`config.mk`:
```
export PLATFORM = sky130hd
export DESIGN_NAME = second_order_phase_locked_loop_flat
export DESIGN_NICKNAME = d
export VERILOG_FILES = /design/src/rtl/core/sopll_pkg.sv /design/src/rtl/core/sopll_if.sv /design/src/rtl/core/sopll_cordic.sv /design/src/rtl/core/sopll_mac.sv /design/src/rtl/core/second_order_phase_locked_loop.sv /design/src/flat_wrapper.sv
export SDC_FILE = /design/constraint.sdc
export NUM_CORES = 2
export LEC_CHECK = 0
export ABC_CLOCK_PERIOD_IN_PS = 26800
export BUFFER_PORTS_ARGS = -buffer_cell sky130_fd_sc_hd__buf_2
export CAP_MARGIN = 0
export CORE_AREA = 2 2 365 367
export CTS_CLUSTER_SIZE = 24
export DETAILED_ROUTE_END_ITERATION = 6
export DIE_AREA = 0 0 367 369
export PLACE_DENSITY = 0.73
export SLEW_MARGIN = 5
export SYNTH_ARGS = -nofsm -noshare
export SYNTH_HDL_FRONTEND = slang
export SYNTH_SLANG_ARGS = --single-unit
```
`constraint.sdc`:
```
create_clock -name clk -period 26.8 [get_ports clk]
set_input_delay 5.36 -clock clk [delete_from_list [all_inputs] [get_ports clk]]
set_output_delay 5.36 -clock clk [all_outputs]
set_load 0.05 [all_outputs]
```
`src/rtl/core/sopll_pkg.sv`:
```
package sopll_pkg;

  // configuration register indexes
  localparam int unsigned CFG_ADDR_W = 3;
  localparam logic [CFG_ADDR_W-1:0] REG_COEF_B0     = 3'd0;
  localparam logic [CFG_ADDR_W-1:0] REG_COEF_B1     = 3'd1;
  localparam logic [CFG_ADDR_W-1:0] REG_COEF_B2     = 3'd2;
  localparam logic [CFG_ADDR_W-1:0] REG_START_PHASE = 3'd3;

  localparam logic signed [31:0] COEF_B0_RST     = 32'sd30794918;
  localparam logic signed [31:0] COEF_B1_RST     = 32'sd858993;
  localparam logic signed [31:0] COEF_B2_RST     = -32'sd29935925;
  localparam logic signed [15:0] START_PHASE_RST = 16'sd31291;

  // integrator and product split
  localparam int unsigned INT_W    = 40;
  localparam int unsigned LO_BITS  = 20;
  localparam int unsigned ACC_W    = 46;
  localparam logic [2:0]  MAC_LAST = 3'd6;

  // CORDIC arctangent table, 2^32 per turn
  localparam logic [31:0] ATAN_TAB [24] = '{
    32'h20000000, 32'h12E4051E, 32'h09FB385B, 32'h051111D4, 32'h028B0D43, 32'h0145D7E1,
    32'h00A2F61E, 32'h00517C55, 32'h0028BE53, 32'h00145F2F, 32'h000A2F98, 32'h000517CC,
    32'h00028BE6, 32'h000145F3, 32'h0000A2FA, 32'h0000517D, 32'h000028BE, 32'h0000145F,
    32'h00000A30, 32'h00000518, 32'h0000028C, 32'h00000146, 32'h000000A3, 32'h00000051
  };

  typedef struct packed {
    logic start;
    logic rot_mode;
  } cordic_ctrl_t;

endpackage

```
`src/rtl/core/sopll_if.sv`:
```
interface sopll_in_if;
  logic               valid;
  logic               ready;
  logic signed [15:0] in_i;
  logic signed [15:0] in_q;
  modport source (output valid, output in_i, output in_q, input ready);
  modport sink   (input valid, input in_i, input in_q, output ready);
endinterface

interface sopll_out_if;
  logic               valid;
  logic               ready;
  logic signed [15:0] osc_i;
  logic signed [15:0] osc_q;
  logic signed [15:0] phase_err;
  logic signed [15:0] next_phase;
  logic               sat_flag;
  modport source (output valid, output osc_i, output osc_q, output phase_err,
                  output next_phase, output sat_flag, input ready);
  modport sink   (input valid, input osc_i, input osc_q, input phase_err,
                  input next_phase, input sat_flag, output ready);
endinterface

```
`src/rtl/core/sopll_cordic.sv`:
```
module sopll_cordic import sopll_pkg::*; #(
  parameter int STAGES = 16,
  parameter int CW     = 34
) (
  input  logic                 clk,
  input  logic                 rst,
  input  cordic_ctrl_t         ctrl,
  input  logic signed [CW-1:0] x0,
  input  logic signed [CW-1:0] y0,
  input  logic [31:0]          z0,
  output logic signed [CW-1:0] x,
  output logic signed [CW-1:0] y,
  output logic [31:0]          z,
  output logic                 done
);
  localparam int CNT_W = (STAGES > 1) ? $clog2(STAGES) : 1;
  localparam logic [CNT_W-1:0] CNT_LAST = CNT_W'(STAGES - 1);

  logic             run;
  logic             rot_mode;
  logic [CNT_W-1:0] cnt;
  logic signed [CW-1:0] xs, ys;
  logic [31:0]      ang;
  logic             sigma;

  assign xs    = x >>> cnt;
  assign ys    = y >>> cnt;
  assign ang   = ATAN_TAB[5'(cnt)];
  // rotation drives z to zero, vectoring drives y to zero
  assign sigma = rot_mode ? !z[31] : !(y > 0);

  always_ff @(posedge clk) begin
    if (rst) begin
      run  <= 1'b0;
      done <= 1'b0;
      cnt  <= '0;
    end else begin
      done <= 1'b0;
      if (ctrl.start) begin
        run      <= 1'b1;
        cnt      <= '0;
        rot_mode <= ctrl.rot_mode;
        x        <= x0;
        y        <= y0;
        z        <= z0;
      end else if (run) begin
        if (sigma) begin
          x <= x - ys;
          y <= y + xs;
          z <= z - ang;
        end else begin
          x <= x + ys;
          y <= y - xs;
          z <= z + ang;
        end
        cnt <= cnt + 1'b1;
        if (cnt == CNT_LAST) begin
          run  <= 1'b0;
          done <= 1'b1;
        end
      end
    end
  end
endmodule

```
`src/rtl/core/sopll_mac.sv`:
```
module sopll_mac import sopll_pkg::*; (
  input  logic                    clk,
  input  logic                    rst,
  input  logic                    start,
  input  logic signed [31:0]      b0,
  input  logic signed [31:0]      b1,
  input  logic signed [31:0]      b2,
  input  logic signed [INT_W-1:0] w0,
  input  logic signed [INT_W-1:0] w1,
  input  logic signed [INT_W-1:0] w2,
  output logic [31:0]             inc,
  output logic                    done
);
  logic              run;
  logic [2:0]        cnt;
  logic signed [31:0]      coef;
  logic signed [INT_W-1:0] wsel;
  logic signed [LO_BITS:0] op;
  logic signed [52:0]      prod;
  logic                    prod_hi;
  logic [ACC_W-1:0]        acc;
  logic [ACC_W-1:0]        addend;

  // step: term = cnt / 2, odd steps take the high half of w
  always_comb begin
    unique case (cnt[2:1])
      2'd0:    begin coef = b0; wsel = w0; end
      2'd1:    begin coef = b1; wsel = w1; end
      default: begin coef = b2; wsel = w2; end
    endcase
    op = cnt[0] ? $signed({wsel[INT_W-1], wsel[INT_W-1:LO_BITS]}) :
                  $signed({1'b0, wsel[LO_BITS-1:0]});
    addend = prod_hi ? {prod[ACC_W-LO_BITS-1:0], {LO_BITS{1'b0}}} : prod[ACC_W-1:0];
  end

  assign inc = acc[45:14];

  always_ff @(posedge clk) begin
    if (rst) begin
      run  <= 1'b0;
      done <= 1'b0;
      cnt  <= '0;
    end else begin
      done <= 1'b0;
      if (start) begin
        run <= 1'b1;
        cnt <= '0;
        acc <= '0;
      end else if (run) begin
        prod    <= coef * op;
        prod_hi <= cnt[0];
        if (cnt != 3'd0) acc <= acc + addend;
        cnt <= cnt + 1'b1;
        if (cnt == MAC_LAST) begin
          run  <= 1'b0;
          done <= 1'b1;
        end
      end
    end
  end
endmodule

```
`src/rtl/core/second_order_phase_locked_loop.sv`:
```
// Channel  | Dir | Payload                                         | Transaction
// ---------+-----+-------------------------------------------------+-------------------
// in_ch    | in  | in_i, in_q                                      | valid & ready
// out_ch   | out | osc_i, osc_q, phase_err, next_phase, sat_flag   | valid & ready
// cfg      | in  | cfg_addr, cfg_data                              | cfg_en
//
// One shared CORDIC iteration unit runs rotation, then vectoring, then a 7-step
// multiply accumulate forms the loop filter increment. The result becomes valid
// after states ST_ROT, ST_VEC, ST_MAC and ST_FIN; a new transaction is taken only
// after the last one has reached the output register. in_ch.ready is high
// only when idle. The result sits in an output register; a new sample is taken while
// it waits, and the next result stalls until it has been taken.
// Reset (rst, synchronous) restores coefficients and clears the loop state.
module second_order_phase_locked_loop import sopll_pkg::*; #(
  parameter int CORDIC_STAGES = 16,
  parameter int SAMPLE_BITS   = 16
) (
  input  logic                  clk,
  input  logic                  rst,
  input  logic                  cfg_en,
  input  logic [CFG_ADDR_W-1:0] cfg_addr,
  input  logic [31:0]           cfg_data,
  sopll_in_if.sink              in_ch,
  sopll_out_if.source           out_ch
);
  localparam int SB = SAMPLE_BITS;
  localparam int CW = (SB + 11 > 34) ? SB + 11 : 34;
  localparam logic signed [CW-1:0] ROT_X0 = CW'(652032874);  // 1/K in Q1.30

  localparam logic [2:0] ST_IDLE = 3'd0;
  localparam logic [2:0] ST_ROT  = 3'd1;
  localparam logic [2:0] ST_VEC  = 3'd2;
  localparam logic [2:0] ST_MAC  = 3'd3;
  localparam logic [2:0] ST_FIN  = 3'd4;

  // config
  logic signed [31:0] coef_b0, coef_b1, coef_b2;
  logic signed [15:0] start_phase;

  // loop state
  logic signed [INT_W-1:0] err_integrator, err_integrator_prev, err_integrator_prev2;
  logic [31:0]             phase_accumulator;
  logic                    first_item;

  logic [2:0]  state;
  logic [15:0] ph16, ph16_next;
  logic        flip;
  logic        zero_in;
  logic signed [SB-1:0] si, sq, si_r, sq_r;

  // per-item results held until the output register is free
  logic signed [15:0] osc_i_r, osc_q_r, err_r;
  logic               sat_r;

  cordic_ctrl_t         cctl;
  logic signed [CW-1:0] cx0, cy0, cx, cy;
  logic [31:0]          cz0, cz;
  logic                 cdone;
  logic                 mac_start, mac_done;
  logic [31:0]          inc;

  logic in_fire;
  assign in_fire     = in_ch.valid && in_ch.ready;
  assign in_ch.ready = (state == ST_IDLE);

  // input: low SAMPLE_BITS bits sign-extended when SAMPLE_BITS <= 16, else zero-extended
  generate
    if (SB <= 16) begin : g_sext
      assign si = $signed(in_ch.in_i[SB-1:0]);
      assign sq = $signed(in_ch.in_q[SB-1:0]);
    end else begin : g_zext
      assign si = $signed({{(SB-16){1'b0}}, in_ch.in_i});
      assign sq = $signed({{(SB-16){1'b0}}, in_ch.in_q});
    end
  endgenerate

  assign ph16_next = first_item ? start_phase : phase_accumulator[31:16];

  function automatic logic signed [15:0] to_q15(input logic signed [CW-1:0] v);
    logic signed [CW-1:0] r;
    r = (v + CW'(16384)) >>> 15;
    if (r > CW'(32767))       to_q15 = 16'sd32767;
    else if (r < -CW'(32767)) to_q15 = -16'sd32767;
    else                      to_q15 = r[15:0];
  endfunction

  // CORDIC operand setup
  logic [31:0]          rz;
  logic                 rflip;
  logic signed [CW-1:0] vx, vy;
  always_comb begin
    rz    = {ph16_next, 16'h0000};
    rflip = ($signed(rz) > 32'sh40000000) || ($signed(rz) < -32'sh40000000);
    if (rflip) rz[31] = ~rz[31];  // +-half turn
    vx = CW'(si_r) <<< 8;
    vy = CW'(sq_r) <<< 8;
    cctl = '{start: 1'b0, rot_mode: 1'b1};
    cx0  = ROT_X0;
    cy0  = '0;
    cz0  = rz;
    if (state == ST_ROT) begin
      cctl.rot_mode = 1'b0;
      if (vx < 0) begin
        cx0 = -vx;
        cy0 = -vy;
        cz0 = 32'h80000000;
      end else begin
        cx0 = vx;
        cy0 = vy;
        cz0 = 32'h0;
      end
    end
    cctl.start = in_fire || (state == ST_ROT && cdone);
  end

  sopll_cordic #(.STAGES(CORDIC_STAGES), .CW(CW)) u_cordic (
    .clk(clk), .rst(rst), .ctrl(cctl),
    .x0(cx0), .y0(cy0), .z0(cz0),
    .x(cx), .y(cy), .z(cz), .done(cdone)
  );

  // error, integrator with saturation
  logic [31:0]          diff, diff_rnd;
  logic signed [15:0]   err;
  logic signed [INT_W:0] wsum;
  logic signed [INT_W-1:0] w_sat;
  logic                 sat;
  always_comb begin
    diff     = (zero_in ? 32'h0 : cz) - {ph16, 16'h0000};
    diff_rnd = diff + 32'h00008000;
    err      = $signed(diff_rnd[31:16]);
    wsum     = $signed({err_integrator[INT_W-1], err_integrator}) + (INT_W+1)'(err);
    sat      = wsum[INT_W] != wsum[INT_W-1];
    if (!sat)               w_sat = wsum[INT_W-1:0];
    else if (wsum[INT_W])   w_sat = {1'b1, {(INT_W-1){1'b0}}};
    else                    w_sat = {1'b0, {(INT_W-1){1'b1}}};
  end

  assign mac_start = (state == ST_VEC) && cdone;

  sopll_mac u_mac (
    .clk(clk), .rst(rst), .start(mac_start),
    .b0(coef_b0), .b1(coef_b1), .b2(coef_b2),
    .w0(err_integrator), .w1(err_integrator_prev), .w2(err_integrator_prev2),
    .inc(inc), .done(mac_done)
  );

  // configuration writes
  always_ff @(posedge clk) begin
    if (rst) begin
      coef_b0     <= COEF_B0_RST;
      coef_b1     <= COEF_B1_RST;
      coef_b2     <= COEF_B2_RST;
      start_phase <= START_PHASE_RST;
    end else if (cfg_en) begin
      unique case (cfg_addr)
        REG_COEF_B0:     coef_b0     <= cfg_data;
        REG_COEF_B1:     coef_b1     <= cfg_data;
        REG_COEF_B2:     coef_b2     <= cfg_data;
        REG_START_PHASE: start_phase <= cfg_data[15:0];
        default: ;
      endcase
    end
  end

  // sequencer
  always_ff @(posedge clk) begin
    if (rst) begin
      state                <= ST_IDLE;
      err_integrator       <= '0;
      err_integrator_prev  <= '0;
      err_integrator_prev2 <= '0;
      phase_accumulator    <= '0;
      first_item           <= 1'b1;
      out_ch.valid         <= 1'b0;
    end else begin
      // ST_FIN reloads valid itself
      if (out_ch.valid && out_ch.ready && state != ST_FIN) out_ch.valid <= 1'b0;
      unique case (state)
        ST_IDLE: begin
          if (in_fire) begin
            si_r    <= si;
            sq_r    <= sq;
            zero_in <= (si == '0) && (sq == '0);
            ph16    <= ph16_next;
            flip    <= rflip;
            state   <= ST_ROT;
          end
        end
        ST_ROT: begin
          if (cdone) begin
            osc_i_r <= to_q15(flip ? -cx : cx);
            osc_q_r <= to_q15(flip ? -cy : cy);
            state   <= ST_VEC;
          end
        end
        ST_VEC: begin
          if (cdone) begin
            err_r                <= err;
            sat_r                <= sat;
            err_integrator_prev2 <= err_integrator_prev;
            err_integrator_prev  <= err_integrator;
            err_integrator       <= w_sat;
            state                <= ST_MAC;
          end
        end
        ST_MAC: begin
          if (mac_done) begin
            phase_accumulator <= phase_accumulator + inc;
            first_item        <= 1'b0;
            state             <= ST_FIN;
          end
        end
        ST_FIN: begin
          if (!out_ch.valid || out_ch.ready) begin
            out_ch.valid      <= 1'b1;
            out_ch.osc_i      <= osc_i_r;
            out_ch.osc_q      <= osc_q_r;
            out_ch.phase_err  <= err_r;
            out_ch.next_phase <= phase_accumulator[31:16];
            out_ch.sat_flag   <= sat_r;
            state             <= ST_IDLE;
          end
        end
        default: state <= ST_IDLE;
      endcase
    end
  end
endmodule

```
`src/flat_wrapper.sv`:
```
// flat-port wrapper written by rule: the top's interface ports become plain ports
module second_order_phase_locked_loop_flat import sopll_pkg::*;
#(
  parameter int CORDIC_STAGES = 16,
  parameter int SAMPLE_BITS   = 16
)
  (clk, rst, cfg_en, cfg_addr, cfg_data, in_ch_valid, in_ch_in_i, in_ch_in_q, in_ch_ready, out_ch_valid, out_ch_osc_i, out_ch_osc_q, out_ch_phase_err, out_ch_next_phase, out_ch_sat_flag, out_ch_ready);
  sopll_in_if in_ch_i ();
  sopll_out_if out_ch_i ();
  input  logic clk;
  input  logic rst;
  input  logic cfg_en;
  input  logic [CFG_ADDR_W-1:0] cfg_addr;
  input  logic [31:0] cfg_data;
  input wire logic [$bits(in_ch_i.valid)-1:0] in_ch_valid;
  input wire logic [$bits(in_ch_i.in_i)-1:0] in_ch_in_i;
  input wire logic [$bits(in_ch_i.in_q)-1:0] in_ch_in_q;
  output wire logic [$bits(in_ch_i.ready)-1:0] in_ch_ready;
  output wire logic [$bits(out_ch_i.valid)-1:0] out_ch_valid;
  output wire logic [$bits(out_ch_i.osc_i)-1:0] out_ch_osc_i;
  output wire logic [$bits(out_ch_i.osc_q)-1:0] out_ch_osc_q;
  output wire logic [$bits(out_ch_i.phase_err)-1:0] out_ch_phase_err;
  output wire logic [$bits(out_ch_i.next_phase)-1:0] out_ch_next_phase;
  output wire logic [$bits(out_ch_i.sat_flag)-1:0] out_ch_sat_flag;
  input wire logic [$bits(out_ch_i.ready)-1:0] out_ch_ready;
  assign in_ch_i.valid = in_ch_valid;
  assign in_ch_i.in_i = in_ch_in_i;
  assign in_ch_i.in_q = in_ch_in_q;
  assign in_ch_ready = in_ch_i.ready;
  assign out_ch_valid = out_ch_i.valid;
  assign out_ch_osc_i = out_ch_i.osc_i;
  assign out_ch_osc_q = out_ch_i.osc_q;
  assign out_ch_phase_err = out_ch_i.phase_err;
  assign out_ch_next_phase = out_ch_i.next_phase;
  assign out_ch_sat_flag = out_ch_i.sat_flag;
  assign out_ch_i.ready = out_ch_ready;
  second_order_phase_locked_loop #(.CORDIC_STAGES(CORDIC_STAGES), .SAMPLE_BITS(SAMPLE_BITS)) u_core (.clk(clk), .rst(rst), .cfg_en(cfg_en), .cfg_addr(cfg_addr), .cfg_data(cfg_data), .in_ch(in_ch_i), .out_ch(out_ch_i));
endmodule
```
## Word-level counts from Yosys, hierarchy flattened

Memory sizes are Yosys's and may differ from the RTL's.
Index checks and enable logic that the tools add are counted.

| storage, ports and cells | value |
|---|---|
| memory bits (read-only) | 1024 |
| memories | 1 |
| output and inout bits | 67 |
| input port bits | 72 |
| logic and storage cells | 188 |
| register bits after elaboration | 638 |

| cells by class | value |
|---|---|
| multiplexer cells | 51 |
| $mul | 1 |
| order comparisons | 9 |
| eq/ne operators | 17 |
| reductions and logical operators | 42 |
| shift operators | 2 |
| add/subtract/negate cells | 19 |
| bitwise gates (word level) | 6 |

Memory list:

| memory | words | width | rd ports | clocked after Yosys merged registers in | write ports | line | source |
|---|---|---|---|---|---|---|---|
| (name not given) | 32 | 32 | 1 | 0 | 0 | sopll_cordic.sv:28 | `assign ang = ATAN_TAB[5'(cnt)];` |

Operators by type and width:

| operator | count |
|---|---|
| $mux W34 | 12 |
| $mux W32 | 8 |
| $mux W46 | 3 |
| $mux W40 | 2 |
| $pmux W40 S2 | 1 |
| $add A34 B16 Y34 const B | 2 |
| $add A34 B34 Y34 | 2 |
| $neg A24 Y34 | 2 |
| $neg A34 Y34 | 2 |
| $sshr A34 B4 Y34 | 2 |
| $sub A34 B34 Y34 | 2 |
| $add A32 B32 Y32 | 2 |
| $pmux W32 S2 | 1 |
| $sub A32 B32 Y32 | 2 |
| $mux W16 | 3 |
| $add A46 B46 Y46 | 1 |
| $mul A32 B21 Y46 | 1 |
| $add A40 B16 Y41 | 1 |
| $gt A19 B16 Y1 const B | 2 |
| $lt A19 B16 Y1 const B | 2 |
| $gt A34 B1 Y1 const B | 1 |
| $add A32 B16 Y32 const B | 1 |
| $gt A32 B32 Y1 const B | 1 |
| $logic_not A16 Y1 | 2 |
| other kinds (32) | 89 |

## Logic depth before layout (Yosys ltp)

| logic depth | value |
|---|---|
| depth after elaboration | 8 |
| depth in mapped cells | 36 |
| gate-level depth less buffers | 31 |

## Hierarchy

A second synthesis with hierarchy kept.

| second synthesis, totals | value |
|---|---|
| cell total of the unflattened synthesis | 7894 |
| area, all modules | 68737.2 um2 |

Modules (own cells, without submodules):

| module | times used | area each (um2) | cells an instance | sequential area each (um2) |
|---|---|---|---|---|
| sopll_mac | 1 | 28890.2 | 3239 | 2892.8 |
| second_order_phase_locked_loop | 1 | 24031.8 | 2770 | 10309.9 |
| sopll_cordic | 1 | 15815.2 | 1885 | 3153.0 |

## Worst setup path before layout

OpenSTA, ideal clock, no wires.

| timing path | value |
|---|---|
| path type | input -> register |
| start point | input port in_ch_valid |
| end point | register u_core.u_cordic.x[0], enable pin |
| arrival time | 11.168 ns |
| setup slack | 15.012 ns |
| setup time | 0.620 ns |
| data required time | 26.180 ns |
| path buffers | 1 |
| cell stages on the path | 3 |
| cell sequence | nand2_1 > clkbuf_1 > a31oi_1 |

| on the way | value |
|---|---|
| word-level cells in the longest chain between the ends | 4 |

Ends and longest elaborated chain:

| what | line | source |
|---|---|---|
| start: declaration | flat_wrapper.sv:15 | `input wire logic [$bits(in_ch_i.valid)-1:0] in_ch_valid;` |
| $logic_and A1 B1 Y1 | second_order_phase_locked_loop.sv:63 | `assign in_fire = in_ch.valid && in_ch.ready;` |
| $logic_or A1 B1 Y1 | second_order_phase_locked_loop.sv:113 | `cctl.start = in_fire \|\| (state == ST_ROT && cdone);` |
| $reduce_bool A2 Y1 (no source line) | -- |  |
| $reduce_and A2 Y1 (no source line) | -- |  |
| end signal: assignment | sopll_cordic.sv:48 | `x <= x - ys;` |
| end signal: assignment | sopll_cordic.sv:52 | `x <= x + ys;` |
| end: declaration | sopll_cordic.sv:11 | `output logic signed [CW-1:0] x,` |

Every way passes these cells.
A chain may end at the register's enable or synchronous reset.

## Worst setup path after layout

| timing path | value |
|---|---|
| start point | register u_core.u_mac.cnt[2] |
| end point | register u_core.u_mac.prod[45], data pin |

| on the way | value |
|---|---|
| word-level cells in the longest chain between the ends | 4 |
| elaborated cells on any way between the ends | 6 |
| classes of those cells | 1 x mul; 1 x eq/ne; 3 x mux; 1 x reduce/logical |

Ends and longest elaborated chain:

| what | line | source |
|---|---|---|
| start: declaration | sopll_mac.sv:15 | `logic [2:0] cnt;` |
| start signal: assignment | sopll_mac.sv:53 | `cnt <= cnt + 1'b1;` |
| $eq A2 B1 Y1 / $logic_not A2 Y1 (equally long branches) | sopll_mac.sv:26 | `unique case (cnt[2:1])` |
| $pmux W40 S2 | sopll_mac.sv:26 |  |
| $mux W21 | sopll_mac.sv:31 | `op = cnt[0] ? $signed({wsel[INT_W-1], wsel[INT_W-1:LO_BITS]}) :` |
| $mul A32 B21 Y46 (*) | sopll_mac.sv:50 | `prod <= coef * op;` |
| end signal: assignment | sopll_mac.sv:50 |  |
| end: declaration | sopll_mac.sv:19 | `logic signed [52:0] prod;` |

Every way passes the cells marked *; elsewhere a longest branch is shown, timed or not.

==> metrics <==
critical path capture point type=register; slowest CP cell=o311ai_0; maximum root-to-sink buffer count=3; root buf cell=clkbuf_16; Final #Nets=8440; Pleak=30.7 nW; Yosys reg bits=638; Final Non-Filler Cells=9189; commonest non-fill, non-tap cells in the layout=nand2_1, inv_1, fa_1; Final Max Slew Viols=0; gr usage total=27.4%; Max-Cap Viols=0; P&R area growth vs syn=7.20%; row count=133; Internal=0.00280 W; Worst-path clk slew=0.06 ns; die width=367 µm; initial antenna violation count=23; Critical Path Source Type=register; top fanout value on the critical path=92; Post-synth EDFFs=358; dominant cell type by area after synthesis=fa_1; worst reg2reg setup slack=16.68 ns; Syn. warnings=0; combinational share of power=50.0%; Final Util=53.5%; worst path required time=27.19 ns; Bufs and invs on worst path=4; Max Freq=98.9 MHz; R2R Path End=u_core.u_mac.prod[45]$_DFFE_PP_; Min-Delay Startpoint=u_core.err_r[1]$_DFFE_PP_; CP delay by family, top=adder cells; FILL cells=11.9k; layout cells sized above 1=7.99%; Sw Ratio=41.4%; clock network fraction of total power=21.0%; Fin Setup TNS=0 ns; Post-CTS Setup Bufs=0; arrival time of the worst setup path=10.50 ns; HP Class=reg -> reg; Synth top area share=18.4%; Final Setup Violations=0; post-synth cell types=108; global route total overflow=0; Detailed Place HPWL=141000 µm; Pwr per Cell Area=68.1 nW/µm²; clk_skew=0.0363 ns; fin crit share=37.7%; Net Count, Synth=8508; vias in the first global route=53.0k; RSZ-0062 raised after global routing=no; H-tree levels=3; Synth Instances=7437; largest net degree at the start of global routing=93; status=finished, violations left; Vias/cell=5.90; Hold Fails Final Rpt=0; most common cell after layout, fill and taps aside=nand2_1; failing checks=DRC; WL per Instance=20.3 µm; WS Path Type=reg -> reg; Pwr Total=0.00478 W; prevailing post-synth register cell=edfxtp_1; number of I/O port buffers=138; DP Cell Count=9052; CP most frequent cell=fa_1; die area=135000 µm²; launch point of the worst reg-to-reg path=u_core.u_mac.cnt[2]$_SDFFE_PP0P_; CTS tree=yes; hold-critical path endpoint=u_core.out_ch.phase_err[1]$_DFFE_PP_; die height=369 µm; R2R depth=25; clock latency on the worst-skew pair=0.68 ns; Syn Area/Cell=8.80 µm²; largest cells by area after synthesis=fa_1, edfxtp_1, dfxtp_1, ha_1, nand2_1; cts bufs inserted=70; Initial Utilization=49.9%; Post-synth ARST share=0%; core box area=131000 µm²; Starting DRT DRC Count=5808; I/O Pins=139; Max stage delay on crit path=1.09 ns; Post-Synthesis Cell Area=65500 µm²; WHS=0.416 ns; DRC Markers=7; Post-CTS Resized=0; sequential power share=29.0%; headroom to the max-slew limit=12.4%; clock sinks=638; 1st-pass router iterations=7; CTS Hold Bufs=0; Placer Congestion=0.970; Final Critical Period=10.12 ns; switching power=0.00198 W; Max VDD drop=0.0604 mV; hold depth=0; via count=54.2k; final wirelength=186000 µm; register area share after synthesis=25.0%; worst-margin pin slew=1.30 ns; ANT nets after route=0; first-pass GRT wire length=295000 µm
==> Yosys cell counts, drive strengths merged (28+ instances only) <==
master     n
xnor2    265
inv      854
edfxtp   358
a21o     158
fa       603
nand2b    83
clkbuf   308
and2      51
o21a      81
mux4      92
o21ai    319
nor2     548
nand4     30
nand3    136
nand2   1174
o22ai     43
nor3      76
ha       396
mux2      52
a211oi    40
xor2     167
mux2i    119
nor2b     87
or3       28
o21bai    30
a31oi     68
buf       64
a21oi    562
and3      48
dfxtp    280
==> how the worst max path moves through the flow <==
stage,start,end,cells past startpoint,slack [ns]
2_1_floorplan,in_ch_valid,u_core.u_cordic.x[0]$_SDFFCE_PN0P_,3,15.01
3_3_place_gp,u_core.u_mac.cnt[0]$_SDFFE_PP0P_,u_core.u_mac.prod[45]$_DFFE_PP_,27,17.02
3_5_place_dp,u_core.u_mac.cnt[0]$_SDFFE_PP0P_,u_core.u_mac.prod[45]$_DFFE_PP_,27,16.82
4_1_cts,u_core.u_mac.cnt[0]$_SDFFE_PP0P_,u_core.u_mac.prod[45]$_DFFE_PP_,27,16.79
5_1_grt,u_core.u_mac.cnt[0]$_SDFFE_PP0P_,u_core.u_mac.prod[45]$_DFFE_PP_,27,16.09
6_report,u_core.u_mac.cnt[2]$_SDFFE_PP0P_,u_core.u_mac.prod[45]$_DFFE_PP_,25,16.68
==> cell families (layout without fill, tap and decap cells) <==
kind of cell | after synthesis | in the layout | synth area share [%]
simple gates | 2378 | 2378 | 16.1
compound gates | 1498 | 1498 | 14.1
buf+inv | 1228 | 1214 | 7.14
fa+ha+maj | 1000 | 1000 | 26.0
flops | 638 | 638 | 25.0
xor+xnor | 432 | 432 | 5.84
mux | 263 | 263 | 5.89
other cells | 0 | 11 | 0
==> metal layers <==
metal  track usage (%)  routed length, µm
met5                 0                 78
met4              13.3               9720
met1              36.7              76000
met3              5.31              17600
met2              42.6              83100
==> cell type report <==
class / count / area (µm²) / share of cell area, %
multi-input combinational: 5571 / 44600 / 63.6
sequential: 638 / 16400 / 23.3
inverter: 856 / 3220 / 4.58
tap: 1755 / 2200 / 3.13
clock buffer: 92 / 1930 / 2.75
timing repair buffer: 232 / 1400 / 2.00
clock inverter: 34 / 410 / 0.585
antenna: 11 / 27.5 / 0.0392
==> state kept, by name, summed over array words and instances (netlist names), 32 cells and up <==
| signal | count |
|---|---|
| u_core.err_integrator_prev | 40 |
| u_core.err_integrator | 40 |
| u_core.coef_b2 | 32 |
| u_core.coef_b0 | 32 |
| u_core.u_mac.prod | 46 |
| u_core.err_integrator_prev2 | 40 |
| u_core.u_cordic.z | 32 |
| u_core.phase_accumulator | 32 |
| u_core.coef_b1 | 32 |
| u_core.u_cordic.y | 34 |
| u_core.u_mac.acc | 46 |
| u_core.u_cordic.x | 34 |
==> per-stage QoR <==
step / instance area, µm² / setup slack (ns)
4_1_cts: 70100 / 16.79
3_3_place_gp: 67800 / 17.02
6_report: 70200 / 16.68
3_5_place_dp: 67800 / 16.82
2_1_floorplan: 65500 / 15.01
5_1_grt: 70100 / 16.09
==> power groups by stage <==
| stage | clock (W) | sequential (W) | combinational, W |
|---|---|---|---|
| after global routing | 0.00106 | 0.00139 | 0.00264 |
| final | 0.00101 | 0.00139 | 0.00239 |
| after floorplan | 0 | 0.00128 | 0.00193 |
| after CTS | 0.00102 | 0.00137 | 0.00235 |
| after detailed placement | 0 | 0.00139 | 0.00233 |
| after global placement | 0 | 0.00139 | 0.00227 |
Power figures use the tool's default switching activity.
